--- config.mk ---
export PLATFORM = sky130hd
export DESIGN_NAME = alu_with_nibble_carry_flags_unit_flat
export DESIGN_NICKNAME = d
export VERILOG_FILES = /design/src/rtl/anc_pkg.sv /design/src/rtl/anc_if.sv /design/src/rtl/anc_core.sv /design/src/rtl/alu_with_nibble_carry_flags_unit.sv /design/src/flat_wrapper.sv
export SDC_FILE = /design/constraint.sdc
export NUM_CORES = 1
export LEC_CHECK = 0
export ABC_AREA = 1
export BUFFER_PORTS_ARGS = -buffer_cell sky130_fd_sc_hd__buf_2
export CAP_MARGIN = 20
export CORE_MARGIN = 2
export CORE_UTILIZATION = 34
export CTS_BUF_LIST = sky130_fd_sc_hd__clkbuf_2
export DETAILED_ROUTE_END_ITERATION = 10
export PLACE_DENSITY = 0.51
export SLEW_MARGIN = 20
export SYNTH_ARGS = -nofsm -noshare
export SYNTH_HDL_FRONTEND = slang
export SYNTH_SLANG_ARGS = --single-unit
--- constraint.sdc ---
create_clock -name clock -period 4.07 [get_ports clock]
set_input_delay 0.407 -clock clock [delete_from_list [all_inputs] [get_ports clock]]
set_output_delay 0.407 -clock clock [all_outputs]
set_load 0.02 [all_outputs]
--- src/rtl/anc_pkg.sv ---
// Shared types and constants for the ALU with nibble carry flags.
`default_nettype none

package anc_pkg;

   localparam int unsigned WORD_W = 16;
   localparam int unsigned BYTE_W = 8;
   localparam int unsigned OP_W   = 4;
   localparam int unsigned FLAG_W = 4;

   localparam int unsigned FLAG_Z_BIT = 3;
   localparam int unsigned FLAG_N_BIT = 2;
   localparam int unsigned FLAG_H_BIT = 1;
   localparam int unsigned FLAG_C_BIT = 0;

   typedef enum logic [OP_W-1:0] {
      OP_ADD       = 4'd0,
      OP_ADC       = 4'd1,
      OP_SUB       = 4'd2,
      OP_SBC       = 4'd3,
      OP_INC8      = 4'd4,
      OP_DEC8      = 4'd5,
      OP_ADD16     = 4'd6,
      OP_SUB16     = 4'd7,
      OP_INC16     = 4'd8,
      OP_DEC16     = 4'd9,
      OP_INC8_NOFL = 4'd10,
      OP_DEC8_NOFL = 4'd11
   } op_type;

   typedef struct packed {
      logic [OP_W-1:0]   req_type;
      logic [WORD_W-1:0] operand_a;
      logic [WORD_W-1:0] operand_b;
   } item_in_type;

   typedef struct packed {
      logic [WORD_W-1:0] result_value;
      logic [FLAG_W-1:0] flags_out;
   } item_out_type;

endpackage

`default_nettype wire

--- src/rtl/anc_if.sv ---
// Handshake channels for the ALU request and response items.
`default_nettype none

interface anc_req_if;
   logic                         valid;
   logic                         ready;
   logic [anc_pkg::OP_W-1:0]     req_type;
   logic [anc_pkg::WORD_W-1:0]   operand_a;
   logic [anc_pkg::WORD_W-1:0]   operand_b;

   modport source (output valid, output req_type, output operand_a, output operand_b,
                   input ready);
   modport sink   (input valid, input req_type, input operand_a, input operand_b,
                   output ready);
endinterface

interface anc_rsp_if;
   logic                         valid;
   logic                         ready;
   logic [anc_pkg::WORD_W-1:0]   result_value;
   logic [anc_pkg::FLAG_W-1:0]   flags_out;

   modport source (output valid, output result_value, output flags_out, input ready);
   modport sink   (input valid, input result_value, input flags_out, output ready);
endinterface

`default_nettype wire

--- src/rtl/anc_core.sv ---
// Combinational ALU datapath: result and next flag value for one item.
`default_nettype none

module anc_core (
   input  anc_pkg::item_in_type       item,
   input  logic [anc_pkg::FLAG_W-1:0] flags_cur,
   output anc_pkg::item_out_type      outcome
);

   logic [anc_pkg::BYTE_W-1:0] a8;
   logic [anc_pkg::BYTE_W-1:0] b8;
   logic                       cin;
   logic                       carry_en;
   logic [anc_pkg::BYTE_W:0]   sum9;
   logic [4:0]                 half_sum;
   logic [anc_pkg::BYTE_W:0]   diff9;
   logic [4:0]                 half_diff;
   logic [anc_pkg::WORD_W:0]   sum17;
   logic [12:0]                sum13;
   logic [anc_pkg::WORD_W:0]   diff17;
   logic [12:0]                diff13;
   logic [anc_pkg::BYTE_W-1:0] inc_a8;
   logic [anc_pkg::BYTE_W-1:0] dec_a8;
   logic [anc_pkg::BYTE_W-1:0] inc_b8;
   logic [anc_pkg::BYTE_W-1:0] dec_b8;
   anc_pkg::op_type            op;

   assign op  = anc_pkg::op_type'(item.req_type);
   assign a8  = item.operand_a[anc_pkg::BYTE_W-1:0];
   assign b8  = item.operand_b[anc_pkg::BYTE_W-1:0];
   assign carry_en = (op == anc_pkg::OP_ADC) || (op == anc_pkg::OP_SBC);
   assign cin = carry_en & flags_cur[anc_pkg::FLAG_C_BIT];

   assign sum9      = {1'b0, a8} + {1'b0, b8} + {8'd0, cin};
   assign half_sum  = {1'b0, a8[3:0]} + {1'b0, b8[3:0]} + {4'd0, cin};
   assign diff9     = {1'b0, a8} - {1'b0, b8} - {8'd0, cin};
   assign half_diff = {1'b0, a8[3:0]} - {1'b0, b8[3:0]} - {4'd0, cin};

   assign sum17  = {1'b0, item.operand_a} + {1'b0, item.operand_b};
   assign sum13  = {1'b0, item.operand_a[11:0]} + {1'b0, item.operand_b[11:0]};
   assign diff17 = {1'b0, item.operand_a} - {1'b0, item.operand_b};
   assign diff13 = {1'b0, item.operand_a[11:0]} - {1'b0, item.operand_b[11:0]};

   assign inc_a8 = a8 + 8'd1;
   assign dec_a8 = a8 - 8'd1;
   assign inc_b8 = b8 + 8'd1;
   assign dec_b8 = b8 - 8'd1;

   always_comb begin
      outcome.result_value = '0;
      outcome.flags_out    = flags_cur;
      case (op)
         anc_pkg::OP_ADD, anc_pkg::OP_ADC: begin
            outcome.result_value = {8'd0, sum9[7:0]};
            outcome.flags_out    = {(sum9[7:0] == 8'd0), 1'b0, half_sum[4], sum9[8]};
         end
         anc_pkg::OP_SUB, anc_pkg::OP_SBC: begin
            outcome.result_value = {8'd0, diff9[7:0]};
            outcome.flags_out    = {(diff9[7:0] == 8'd0), 1'b1, half_diff[4], diff9[8]};
         end
         anc_pkg::OP_INC8: begin
            outcome.result_value = {8'd0, inc_a8};
            outcome.flags_out    = {(inc_a8 == 8'd0), 1'b0, (a8[3:0] == 4'hF),
                                    flags_cur[anc_pkg::FLAG_C_BIT]};
         end
         anc_pkg::OP_DEC8: begin
            outcome.result_value = {8'd0, dec_a8};
            outcome.flags_out    = {(dec_a8 == 8'd0), 1'b1, (a8[3:0] == 4'h0),
                                    flags_cur[anc_pkg::FLAG_C_BIT]};
         end
         anc_pkg::OP_ADD16: begin
            outcome.result_value = sum17[15:0];
            outcome.flags_out    = {flags_cur[anc_pkg::FLAG_Z_BIT], 1'b0, sum13[12], sum17[16]};
         end
         anc_pkg::OP_SUB16: begin
            outcome.result_value = diff17[15:0];
            outcome.flags_out    = {flags_cur[anc_pkg::FLAG_Z_BIT], 1'b1, diff13[12],
                                    diff17[16]};
         end
         anc_pkg::OP_INC16: begin
            outcome.result_value = item.operand_a + 16'd1;
         end
         anc_pkg::OP_DEC16: begin
            outcome.result_value = item.operand_a - 16'd1;
         end
         anc_pkg::OP_INC8_NOFL: begin
            outcome.result_value = {8'd0, inc_b8};
         end
         anc_pkg::OP_DEC8_NOFL: begin
            outcome.result_value = {8'd0, dec_b8};
         end
         default: begin
            outcome.result_value = '0;
            outcome.flags_out    = flags_cur;
         end
      endcase
   end

endmodule

`default_nettype wire

--- src/rtl/alu_with_nibble_carry_flags_unit.sv ---
// Top level: 8/16-bit ALU with Z, N, H, C flags kept between items.
//
// Usage:
//   req_chan carries an operation code and two 16-bit operands; rsp_chan
//   returns the wrapped result and the flag register after the operation.
//   Every request item produces exactly one response item, in order.
// Path: an accepted request goes into the input register, then into the
//   result register, from which the response item is offered. The flag
//   register updates as an item moves into the result register, so the
//   next item sees its flags.
// Throughput: one item per cycle while rsp_chan.ready stays high; the flag
//   feedback runs through the ALU datapath.
// Stall: when rsp_chan.ready is low the result register holds; an empty
//   input register still takes one more item, then req_chan.ready drops.
// Reset: synchronous, active high; clears both valid bits and the flag
//   register to zero.
`default_nettype none

module alu_with_nibble_carry_flags_unit (
   input  logic             clock,
   input  logic             reset,
   anc_req_if.sink          req_chan,
   anc_rsp_if.source        rsp_chan
);

   logic                        in_valid_ff;
   logic                        in_valid_in;
   anc_pkg::item_in_type        in_item_ff;
   logic                        out_valid_ff;
   logic                        out_valid_in;
   anc_pkg::item_out_type       out_item_ff;
   logic [anc_pkg::FLAG_W-1:0]  flag_ff;
   logic [anc_pkg::FLAG_W-1:0]  flag_in;
   anc_pkg::item_out_type       outcome;
   logic                        advance;
   logic                        req_take;

   anc_core u_core (
      .item      (in_item_ff),
      .flags_cur (flag_ff),
      .outcome   (outcome)
   );

   assign advance  = !out_valid_ff || rsp_chan.ready;
   assign req_chan.ready = !in_valid_ff || advance;
   assign req_take = req_chan.valid && req_chan.ready;

   assign in_valid_in  = req_take ? 1'b1 : (advance ? 1'b0 : in_valid_ff);
   assign out_valid_in = advance ? in_valid_ff : out_valid_ff;
   assign flag_in      = (advance && in_valid_ff) ? outcome.flags_out : flag_ff;

   always_ff @(posedge clock) begin
      if (reset) begin
         in_valid_ff  <= 1'b0;
         out_valid_ff <= 1'b0;
         flag_ff      <= '0;
      end else begin
         in_valid_ff  <= in_valid_in;
         out_valid_ff <= out_valid_in;
         flag_ff      <= flag_in;
      end
   end

   always_ff @(posedge clock) begin
      if (req_take) begin
         in_item_ff.req_type  <= req_chan.req_type;
         in_item_ff.operand_a <= req_chan.operand_a;
         in_item_ff.operand_b <= req_chan.operand_b;
      end
      if (advance && in_valid_ff) begin
         out_item_ff <= outcome;
      end
   end

   assign rsp_chan.valid        = out_valid_ff;
   assign rsp_chan.result_value = out_item_ff.result_value;
   assign rsp_chan.flags_out    = out_item_ff.flags_out;

endmodule

`default_nettype wire
--- src/flat_wrapper.sv ---
// flat-port wrapper written by rule: the top's interface ports become plain ports
module alu_with_nibble_carry_flags_unit_flat 
  (clock, reset, req_chan_valid, req_chan_req_type, req_chan_operand_a, req_chan_operand_b, req_chan_ready, rsp_chan_valid, rsp_chan_result_value, rsp_chan_flags_out, rsp_chan_ready);
  anc_req_if req_chan_i ();
  anc_rsp_if rsp_chan_i ();
  input  logic clock;
  input  logic reset;
  input wire logic [$bits(req_chan_i.valid)-1:0] req_chan_valid;
  input wire logic [$bits(req_chan_i.req_type)-1:0] req_chan_req_type;
  input wire logic [$bits(req_chan_i.operand_a)-1:0] req_chan_operand_a;
  input wire logic [$bits(req_chan_i.operand_b)-1:0] req_chan_operand_b;
  output wire logic [$bits(req_chan_i.ready)-1:0] req_chan_ready;
  output wire logic [$bits(rsp_chan_i.valid)-1:0] rsp_chan_valid;
  output wire logic [$bits(rsp_chan_i.result_value)-1:0] rsp_chan_result_value;
  output wire logic [$bits(rsp_chan_i.flags_out)-1:0] rsp_chan_flags_out;
  input wire logic [$bits(rsp_chan_i.ready)-1:0] rsp_chan_ready;
  assign req_chan_i.valid = req_chan_valid;
  assign req_chan_i.req_type = req_chan_req_type;
  assign req_chan_i.operand_a = req_chan_operand_a;
  assign req_chan_i.operand_b = req_chan_operand_b;
  assign req_chan_ready = req_chan_i.ready;
  assign rsp_chan_valid = rsp_chan_i.valid;
  assign rsp_chan_result_value = rsp_chan_i.result_value;
  assign rsp_chan_flags_out = rsp_chan_i.flags_out;
  assign rsp_chan_i.ready = rsp_chan_ready;
  alu_with_nibble_carry_flags_unit u_core (.clock(clock), .reset(reset), .req_chan(req_chan_i), .rsp_chan(rsp_chan_i));
endmodule
# After elaboration in Yosys (flattened, before gate mapping)
# Cells that the tools add are included.
totals:
  register_bits: 62
  out_inout_bits: 22
  wordCells: 59
op_classes:
  n_addsub: 18
  n_mux: 4
  n_eq_ne: 12
  n_bitwise: 1
  n_reduce_logical: 16
ops:
  columns: ["operator", "count"]
  rows:
  - ["$pmux 16 s10", 1]
  - ["$logic_not 8->1", 4]
  - ["$pmux 4 s6", 1]
  - ["$eq 4x4->1 const B", 5]
  - ["$add 16x16->17", 1]
  - ["$sub 16x16->17", 1]
  - ["$add 16x1->16 const B", 1]
  - ["$add 8x1->8 const B", 2]
  - ["$eq 4x3->1 const B", 4]
  - ["$sub 16x1->16 const B", 1]
  - ["$sub 8x1->8 const B", 2]
  - ["$add 12x12->13", 1]
  - ["$sub 12x12->13", 1]
  - ["$add 8x8->9", 1]
  - ["$add 9x1->9", 1]
  - ["$sub 8x8->9", 1]
  - ["$sub 9x1->9", 1]
  - ["$eq 4x2->1 const B", 2]
  - ["$logic_not 4->1", 2]
  - ["$add 4x4->5", 1]
  - ["$add 5x1->5", 1]
  - ["$sub 4x4->5", 1]
  - ["$sub 5x1->5", 1]
  - ["$eq 4x1->1 const B", 1]
  - ["other kinds (7)", 13]

# Depth between registers and ports, before layout
# Gate-level depths: netlist of the first run.
depth:
  ltp_word: 6
  depth_mapped: 22

# Cells and area by module
# Synthesis of the first run repeated with hierarchy kept, for this count alone.
hier_totals:
  cells_unflattened: 1010
  hier_area_um2: 7209.4
by_module_without_submodules:
  columns: ["module", "n_inst", "seq_area_each_um2", "cells_per_inst", "area_each_um2"]
  rows:
  - ["anc_core", 1, 0.0, 916, 5261.3]
  - ["alu_with_nibble_carry_flags_unit", 1, 1801.7, 94, 1948.1]

# Worst setup path before layout of the first run
# OpenSTA, ideal clock, no wires.
synth_timing:
  path_kind: "register to register"
  startpoint: "register u_core.in_item_ff[35] (netlist name)"
  endpoint: "register u_core.out_item_ff, in the netlist u_core.rsp_chan.flags_out[3] (data pin)"
  arrival_ns: 2.579
  path_stages_with_launch: 19
  path_buffers: 0
  path_slack_ns: 1.232
  path_cell_list: "edfxtp_1 nor2_1 inv_1 nor3_1 inv_1 fa_1 fa_1 inv_1 nand2_1 nand2_1 nand2_1 a21oi_1 inv_1 nand2_1 nand2_1 nand3_1 nor2_1 nor2_1 nand2_1"
synth_lines:
  columns: ["item", "line", "text"]
  rows:
  - ["start: declaration", "alu_with_nibble_carry_flags_unit.sv:28", "anc_pkg::item_in_type in_item_ff;"]
  - ["end signal: assignment", "alu_with_nibble_carry_flags_unit.sv:71", "out_item_ff <= outcome;"]
  - ["end: declaration", "alu_with_nibble_carry_flags_unit.sv:31", "anc_pkg::item_out_type out_item_ff;"]

==> results of run 1 <==
==> cell usage in the layout (no fill, tap or decap), types with 4 or more instances in the layout <==
| cell | Yosys | final |
|---|---|---|
| nor3_1 | 19 | 19 |
| xor2_1 | 21 | 21 |
| inv_2 | 10 | 10 |
| inv_1 | 132 | 132 |
| a21o_1 | 8 | 8 |
| a21oi_1 | 85 | 85 |
| nor2_1 | 68 | 68 |
| or2_2 | 8 | 8 |
| a31oi_1 | 4 | 4 |
| o211ai_1 | 5 | 5 |
| o21ai_0 | 59 | 59 |
| ha_1 | 83 | 83 |
| o22ai_1 | 4 | 4 |
| o21bai_1 | 5 | 5 |
| edfxtp_1 | 56 | 56 |
| a21boi_0 | 4 | 4 |
| buf_2 | 7 | 61 |
| clkbuf_2 | 0 | 13 |
| dlygate4sd3_1 | 0 | 32 |
| nand2_1 | 209 | 209 |
| fa_1 | 8 | 8 |
| dfxtp_1 | 6 | 6 |
| nand4_1 | 19 | 19 |
| nand3_1 | 78 | 78 |
| buf_4 | 4 | 12 |
==> worst reg2reg max path, stage by stage, from the launching register on <==
cell,delay [ns]
edfxtp_1,0.48
inv_2,0.09
nor2_1,0.09
inv_1,0.08
nor2_4,0.26
nand2_1,0.15
inv_1,0.41
ha_1,0.38
a21oi_1,0.16
nand2_1,0.11
a21boi_0,0.23
o21ai_0,0.19
nand2_1,0.10
nand2_1,0.06
o21ai_0,0.37
nand3_1,0.11
==> registers in the layout (all words and copies together), names as in the netlist <==
| register | count |
|---|---|
| u_core.rsp_chan.result_value | 16 |
| u_core.rsp_chan.flags_out | 4 |
| u_core.flag_ff | 4 |
| u_core.in_valid_ff | 1 |
| u_core.in_item_ff | 36 |
| u_core.rsp_chan.valid | 1 |
==> cells in the mapped netlist (all sizes together) <==
| cell type | instances | area, um2 |
|---|---|---|
| a2111o | 1 | 11.3 |
| a211oi | 3 | 22.5 |
| a21boi | 4 | 30.0 |
| a21o | 8 | 60.1 |
| a21oi | 89 | 468 |
| a221oi | 3 | 26.3 |
| a31oi | 4 | 25.0 |
| a41oi | 1 | 8.76 |
| and2 | 1 | 6.26 |
| buf | 13 | 87.6 |
| clkinv | 2 | 7.51 |
| dfxtp | 6 | 120 |
| edfxtp | 56 | 1680 |
| fa | 8 | 160 |
| ha | 83 | 1040 |
| inv | 142 | 533 |
| nand2 | 211 | 797 |
| nand3 | 78 | 390 |
| nand3b | 3 | 22.5 |
| nand4 | 19 | 119 |
| nor2 | 75 | 328 |
| nor3 | 19 | 95.1 |
| nor4 | 1 | 6.26 |
| o2111ai | 1 | 8.76 |
| o211ai | 5 | 37.5 |
| o21a | 1 | 7.51 |
| o21ai | 61 | 309 |
| o21bai | 5 | 37.5 |
| o221ai | 2 | 17.5 |
| o22ai | 4 | 25.0 |
| o2bb2ai | 1 | 8.76 |
| o31ai | 3 | 22.5 |
| or2 | 9 | 56.3 |
| xnor2 | 3 | 26.3 |
| xor2 | 21 | 184 |
==> kinds of logic after synthesis <==
logic type | count (synthesis) | share of synthesized area
DFF | 62 | 0.266
adders and majority gates | 91 | 0.177
xor gates and xnor gates | 24 | 0.0310
and+or+nand+nor | 416 | 0.268
buffers and inverters | 157 | 0.0926
AOI/OAI and AO/OA | 196 | 0.166
==> layout make-up <==
type | count | area [um2]
diodes | 1 | 2.50
flip-flops and latches | 62 | 1800
fillers | 2121 | 11700
well taps | 265 | 332
clock buffers | 13 | 65.1
multi-input cells | 727 | 4360
repair buffers | 105 | 716
clock inverters | 3 | 13.8
inverters | 144 | 541
==> power breakdown <==
part	internal, mW	total, mW	switching, mW
Clock	0.0870	0.331	0.245
Combinational	0.256	0.729	0.473
Sequential	0.743	0.782	0.0390
Total	1.09	1.84	0.757
==> per-layer routing <==
layer | wire (um) | GRT usage
met1 | 11000 | 0.308
met2 | 9490 | 0.323
met3 | 1210 | 0.0336
met4 | 435 | 0.0627
met5 | 0 | 0
==> repair_timing <==
action,CTS,global route
resized for setup,0,0
hold endpoints to repair,26,6
hold buffers,26,6
==> through the flow <==
stage          setup WS, ns  hold slack, ns  std cells  total power [mW]
2_1_floorplan          1.23           0.434        946              1.28
3_3_place_gp          0.669           0.456       1271              1.49
3_5_place_dp          0.600           0.456       1271              1.49
4_1_cts               0.601        0.000485       1313              1.85
5_1_grt               0.222         0.00787       1320              1.98
6_report              0.598          0.0509       1320              1.84
==> worst max-delay path by stage <==
| stage | start | to | slack (ns) |
|---|---|---|---|
| global placement | u_core.in_item_ff[35] | u_core.rsp_chan.flags_out[1] | 0.67 |
| finish | u_core.in_item_ff[35] | u_core.rsp_chan.result_value[9] | 0.60 |
| CTS | u_core.in_item_ff[35] | u_core.rsp_chan.flags_out[1] | 0.60 |
| global route | u_core.in_item_ff[35] | u_core.rsp_chan.result_value[9] | 0.22 |
| floorplan | u_core.in_item_ff[35] | u_core.rsp_chan.flags_out[3] | 1.23 |
| detailed placement | u_core.in_item_ff[35] | u_core.rsp_chan.flags_out[1] | 0.60 |
==> reports/metrics.yaml, run 1 <==
outcome:
  status: "complete, no violations"
worst_setup_path:
  cp.buffers_inverters: 3
  r2r_start: "u_core.in_item_ff[35]"
  regToRegSetupSlack_ns: 0.60
  critical_path_depth: 15
  path_delay_family: "compound AO/OA/AOI/OAI gates"
  crit_type: "flip-flop to flip-flop"
  rr_worst_depth: 15
  critPathMostFrequentCell: "nand2_1"
  arrival_ns: 3.78
  slowest_delay_ns: 0.48
  cp_max_fo: 15
  r2r_end: "u_core.rsp_chan.result_value[9]"
  cpMaxStageDelayCell: "edfxtp_1"
  critical_path.cell_chain: "inv_2, nor2_1, inv_1, nor2_4, nand2_1, inv_1, ha_1, a21oi_1, nand2_1, a21boi_0, o21ai_0, nand2_1, nand2_1, o21ai_0, nand3_1"
  required_ns: 4.38
  critPathCaptureType: "flip-flop"
  start_kind: "flip-flop"
logic_synthesis:
  seq_area_frac_synth: 0.266
  yosys_warnings: 0
  netlist_area_um2: 6790
  synth_cell_types: 47
  postSynthNetCount: 1077
  syn-instance-count: 946
  ys_seq_elements: 62
  avgSynthCellArea_um2: 7.17
sta:
  setup_viol: 0
  final.setup.tns_ns: 0
  period_share: 0.853
  maxSlewHeadroom: 0.381
  tightestPinTransition_ns: 0.928
  finalHoldViolations: 0
  period_needed_ns: 3.47
  rsz0062_at_grt: "no"
  slew_violations: 0
  fmax_ghz: 0.288
  skew_ns: 0.0309
grt:
  overflow: 0
  grtUsageTotal: 0.212
  grt_pass1_vias: 6233
  grt_pass1_wl_um: 34500
  grt_max_degree: 37
  antenna_found_initial: 1
cts:
  path_clk_slew_ns: 0.19
  clk_path_buf_depth: 2
  htree_levels: 3
  clock_latency_ns: 0.55
  cts_buffers: 9
  clockRootBuffer: "clkbuf_2"
  clock-sinks: 62
  post_cts_buffers: 0
  cts_tree: "done"
drt:
  vias_per_cell: 5.03
  drtPass1Iterations: 5
  detail-route-antenna-nets: 0
  drc: 0
  totalWireLength_um: 22200
  vias: 6639
  drt_iter0_markers: 520
  wl_per_cell_um: 16.8
min_path:
  holdPathStages: 1
  hold_start: "req_chan_req_type[1]"
  hold_class: "primary input to flip-flop"
  whs_endpoint: "u_core.in_item_ff[33]"
placed_design:
  placed_cell_area_um2: 7420
  io_buffers: 61
  hpwl_um: 18000
  gp_congestion: 0.900
pwr:
  p_leak_nw: 3.89
  vdd_drop_max_mv: 0.163
  p_per_area_nw_per_um2: 235
finish:
  final_area_um2: 7830
  fin_util: 0.401
  drive_gt1_frac: 0.114
  syn2layout_area_growth_pct: 15.3
  nNetsFinal: 1180
floorplan:
  coreArea_um2: 19500
  io_pins: 62
  die-width_um: 145
  die_y_um: 145
  start_util: 0.347
  rows: 51
  dieArea_um2: 21100
job:
  cap_viol_max_count: 0
No activity file was read; power rests on OpenSTA's default activity.
==> run 2, diff against run 1 <==
Settings changed: PLACE_DENSITY 0.51 to 0.5.
==> run 2 against run 1 <==
Utilization up 0.37 points; combinational power up 1%; largest cell class unchanged; clock skew grew 0.018 ns; worst setup slack lost 0.16 ns; sequential power decreased by 0.6%; fmax fell by 4.4%; highest routed layer unchanged; register-to-register slack worse by 0.16 ns; global-route usage about the same; critical path depth did not move.
==> reports/metrics.yaml, run 2 (same netlist as run 1, synthesis figures left out) <==
sta:
  slew_violations: 0
  period_needed_ns: 3.63
  period_share: 0.893
  fmax_ghz: 0.275
  layout_setup_ws_ns: 0.437
  maxSlewHeadroom: 0.395
  skew_ns: 0.0486
  holdWs_ns: 0.0401
  tightestPinTransition_ns: 0.906
  final.setup.tns_ns: 0
  setup_viol: 0
  finalHoldViolations: 0
  rsz0062_at_grt: "no"
pwr:
  vdd_drop_max_mv: 0.103
  totalPowerFinal_mw: 1.90
  p_per_area_nw_per_um2: 241
  p_leak_nw: 3.91
drt:
  drc: 0
  dr_wl_met2_um: 9480
  routed.top_layer: "met4"
  wl_per_cell_um: 16.7
  totalWireLength_um: 22200
  vias_per_cell: 5.08
  wirelength_met1_um: 10800
  drtPass1Iterations: 5
  detail-route-antenna-nets: 0
  vias: 6735
  wl_met3_um: 1330
  drt_iter0_markers: 516
placed_design:
  placed_cell_area_um2: 7430
  placedCellCount: 1272
  place_ws_ns: 0.549
  hpwl_um: 17900
  io_buffers: 61
  gp_congestion: 0.935
grt:
  grt_pass1_wl_um: 34600
  grtUsageTotal: 0.212
  grt_pass1_vias: 6299
  overflow: 0
  antenna_found_initial: 1
  grt_max_degree: 37
min_path:
  hold_class: "primary input to flip-flop"
worst_setup_path:
  slowest_delay_ns: 0.50
  critPathCaptureType: "flip-flop"
  critPathMostFrequentCell: "nand2_1"
  critical_path.cell_chain: "inv_2, nor2_1, inv_1, nor2_4, nand2_1, inv_1, ha_1, a21oi_1, nand2_1, a21boi_0, o21ai_0, nand2_1, nand2_1, o21ai_0, nand3_1"
  cpMaxStageDelayCell: "edfxtp_1"
  path_delay_family: "compound AO/OA/AOI/OAI gates"
  cp.buffers_inverters: 3
  crit_type: "flip-flop to flip-flop"
  cp_max_fo: 15
  arrival_ns: 3.94
  start_kind: "flip-flop"
  required_ns: 4.38
finish:
  syn2layout_area_growth_pct: 16.4
  final_area_um2: 7900
  final_cell_mix: "209 x nand2_1, 131 x inv_1, 85 x a21oi_1"
  top_register: "u_core.in_item_ff"
  final_common_cell: "nand2_1"
  drive_gt1_frac: 0.112
  fin_util: 0.405
  largest_reg_flops: 36
  stdcell_count: 1325
  nNetsFinal: 1185
outcome:
  status: "complete, no violations"
cts:
  clock-sinks: 62
  path_clk_slew_ns: 0.19
  cts_hold_buf: 36
  cts_tree: "done"
  postCtsResizedCells: 0
  htree_levels: 3
  clk_path_buf_depth: 2
  clock_latency_ns: 0.60
  cts_buffers: 9
  post_cts_buffers: 0
  clockRootBuffer: "clkbuf_2"
floorplan:
  rows: 51
  dieArea_um2: 21100
  start_util: 0.347
  coreArea_um2: 19500
  die_y_um: 145
  io_pins: 62
  die-width_um: 145
job:
  cap_viol_max_count: 0
[run 2: changes by cell type in the layout (fill, tap and decap cells not counted)]
cell / delta
clkbuf_2: -3
clkinv_1: +3
bufinv_16: +1
clkinvlp_4: +1
clkinv_2: -1
dlygate4sd3_1: +4
buf_4: +1
inv_1: -1
[run 2: worst register-to-register path, stage by stage (launching register included)]
cell and delay (ns):
edfxtp_1 0.50, inv_2 0.10, nor2_1 0.10, inv_1 0.08, nor2_4 0.25, nand2_1 0.15
inv_1 0.41, ha_1 0.38, a21oi_1 0.16, nand2_1 0.11, a21boi_0 0.24, o21ai_0 0.21
nand2_1 0.11, nand2_1 0.06, o21ai_0 0.39, nand3_1 0.12
[run 2: routing by layer]
metal	GRT usage	vias to the layer above
met5	0	-
met4	0.0627	0
met3	0.0381	33
met2	0.324	215
met1	0.304	3071
li1	-	3416
[run 2: path summary, 6_finish.rpt]
check / start / to / slack (ns) / cells past startpoint
min reg2reg: u_core.flag_ff[2] / u_core.flag_ff[2] / 0.48 / 2
max: u_core.in_item_ff[35] / u_core.rsp_chan.result_value[9] / 0.44 / 15
min: reset / u_core.flag_ff[2] / 0.04 / 2
max reg2reg: u_core.in_item_ff[35] / u_core.rsp_chan.result_value[9] / 0.44 / 15
[run 2: cell type report]
| class | instances | area [um2] |
|---|---|---|
| Antenna cell | 1 | 2.50 |
| Clock buffer | 10 | 50.0 |
| Clock inverter | 6 | 53.8 |
| Fill cell | 2100 | 11600 |
| Inverter | 144 | 541 |
| Multi-Input combinational cell | 727 | 4360 |
| Sequential cell | 62 | 1800 |
| Tap cell | 265 | 332 |
| Timing Repair Buffer | 110 | 763 |
[run 2: where the power goes]
group	total, mW	switching [mW]	leakage, nW	internal [mW]
sequential	0.777	0.0343	0.590	0.743
clock	0.391	0.254	0.0644	0.137
combinational	0.737	0.478	3.26	0.258
total	1.90	0.766	3.91	1.14
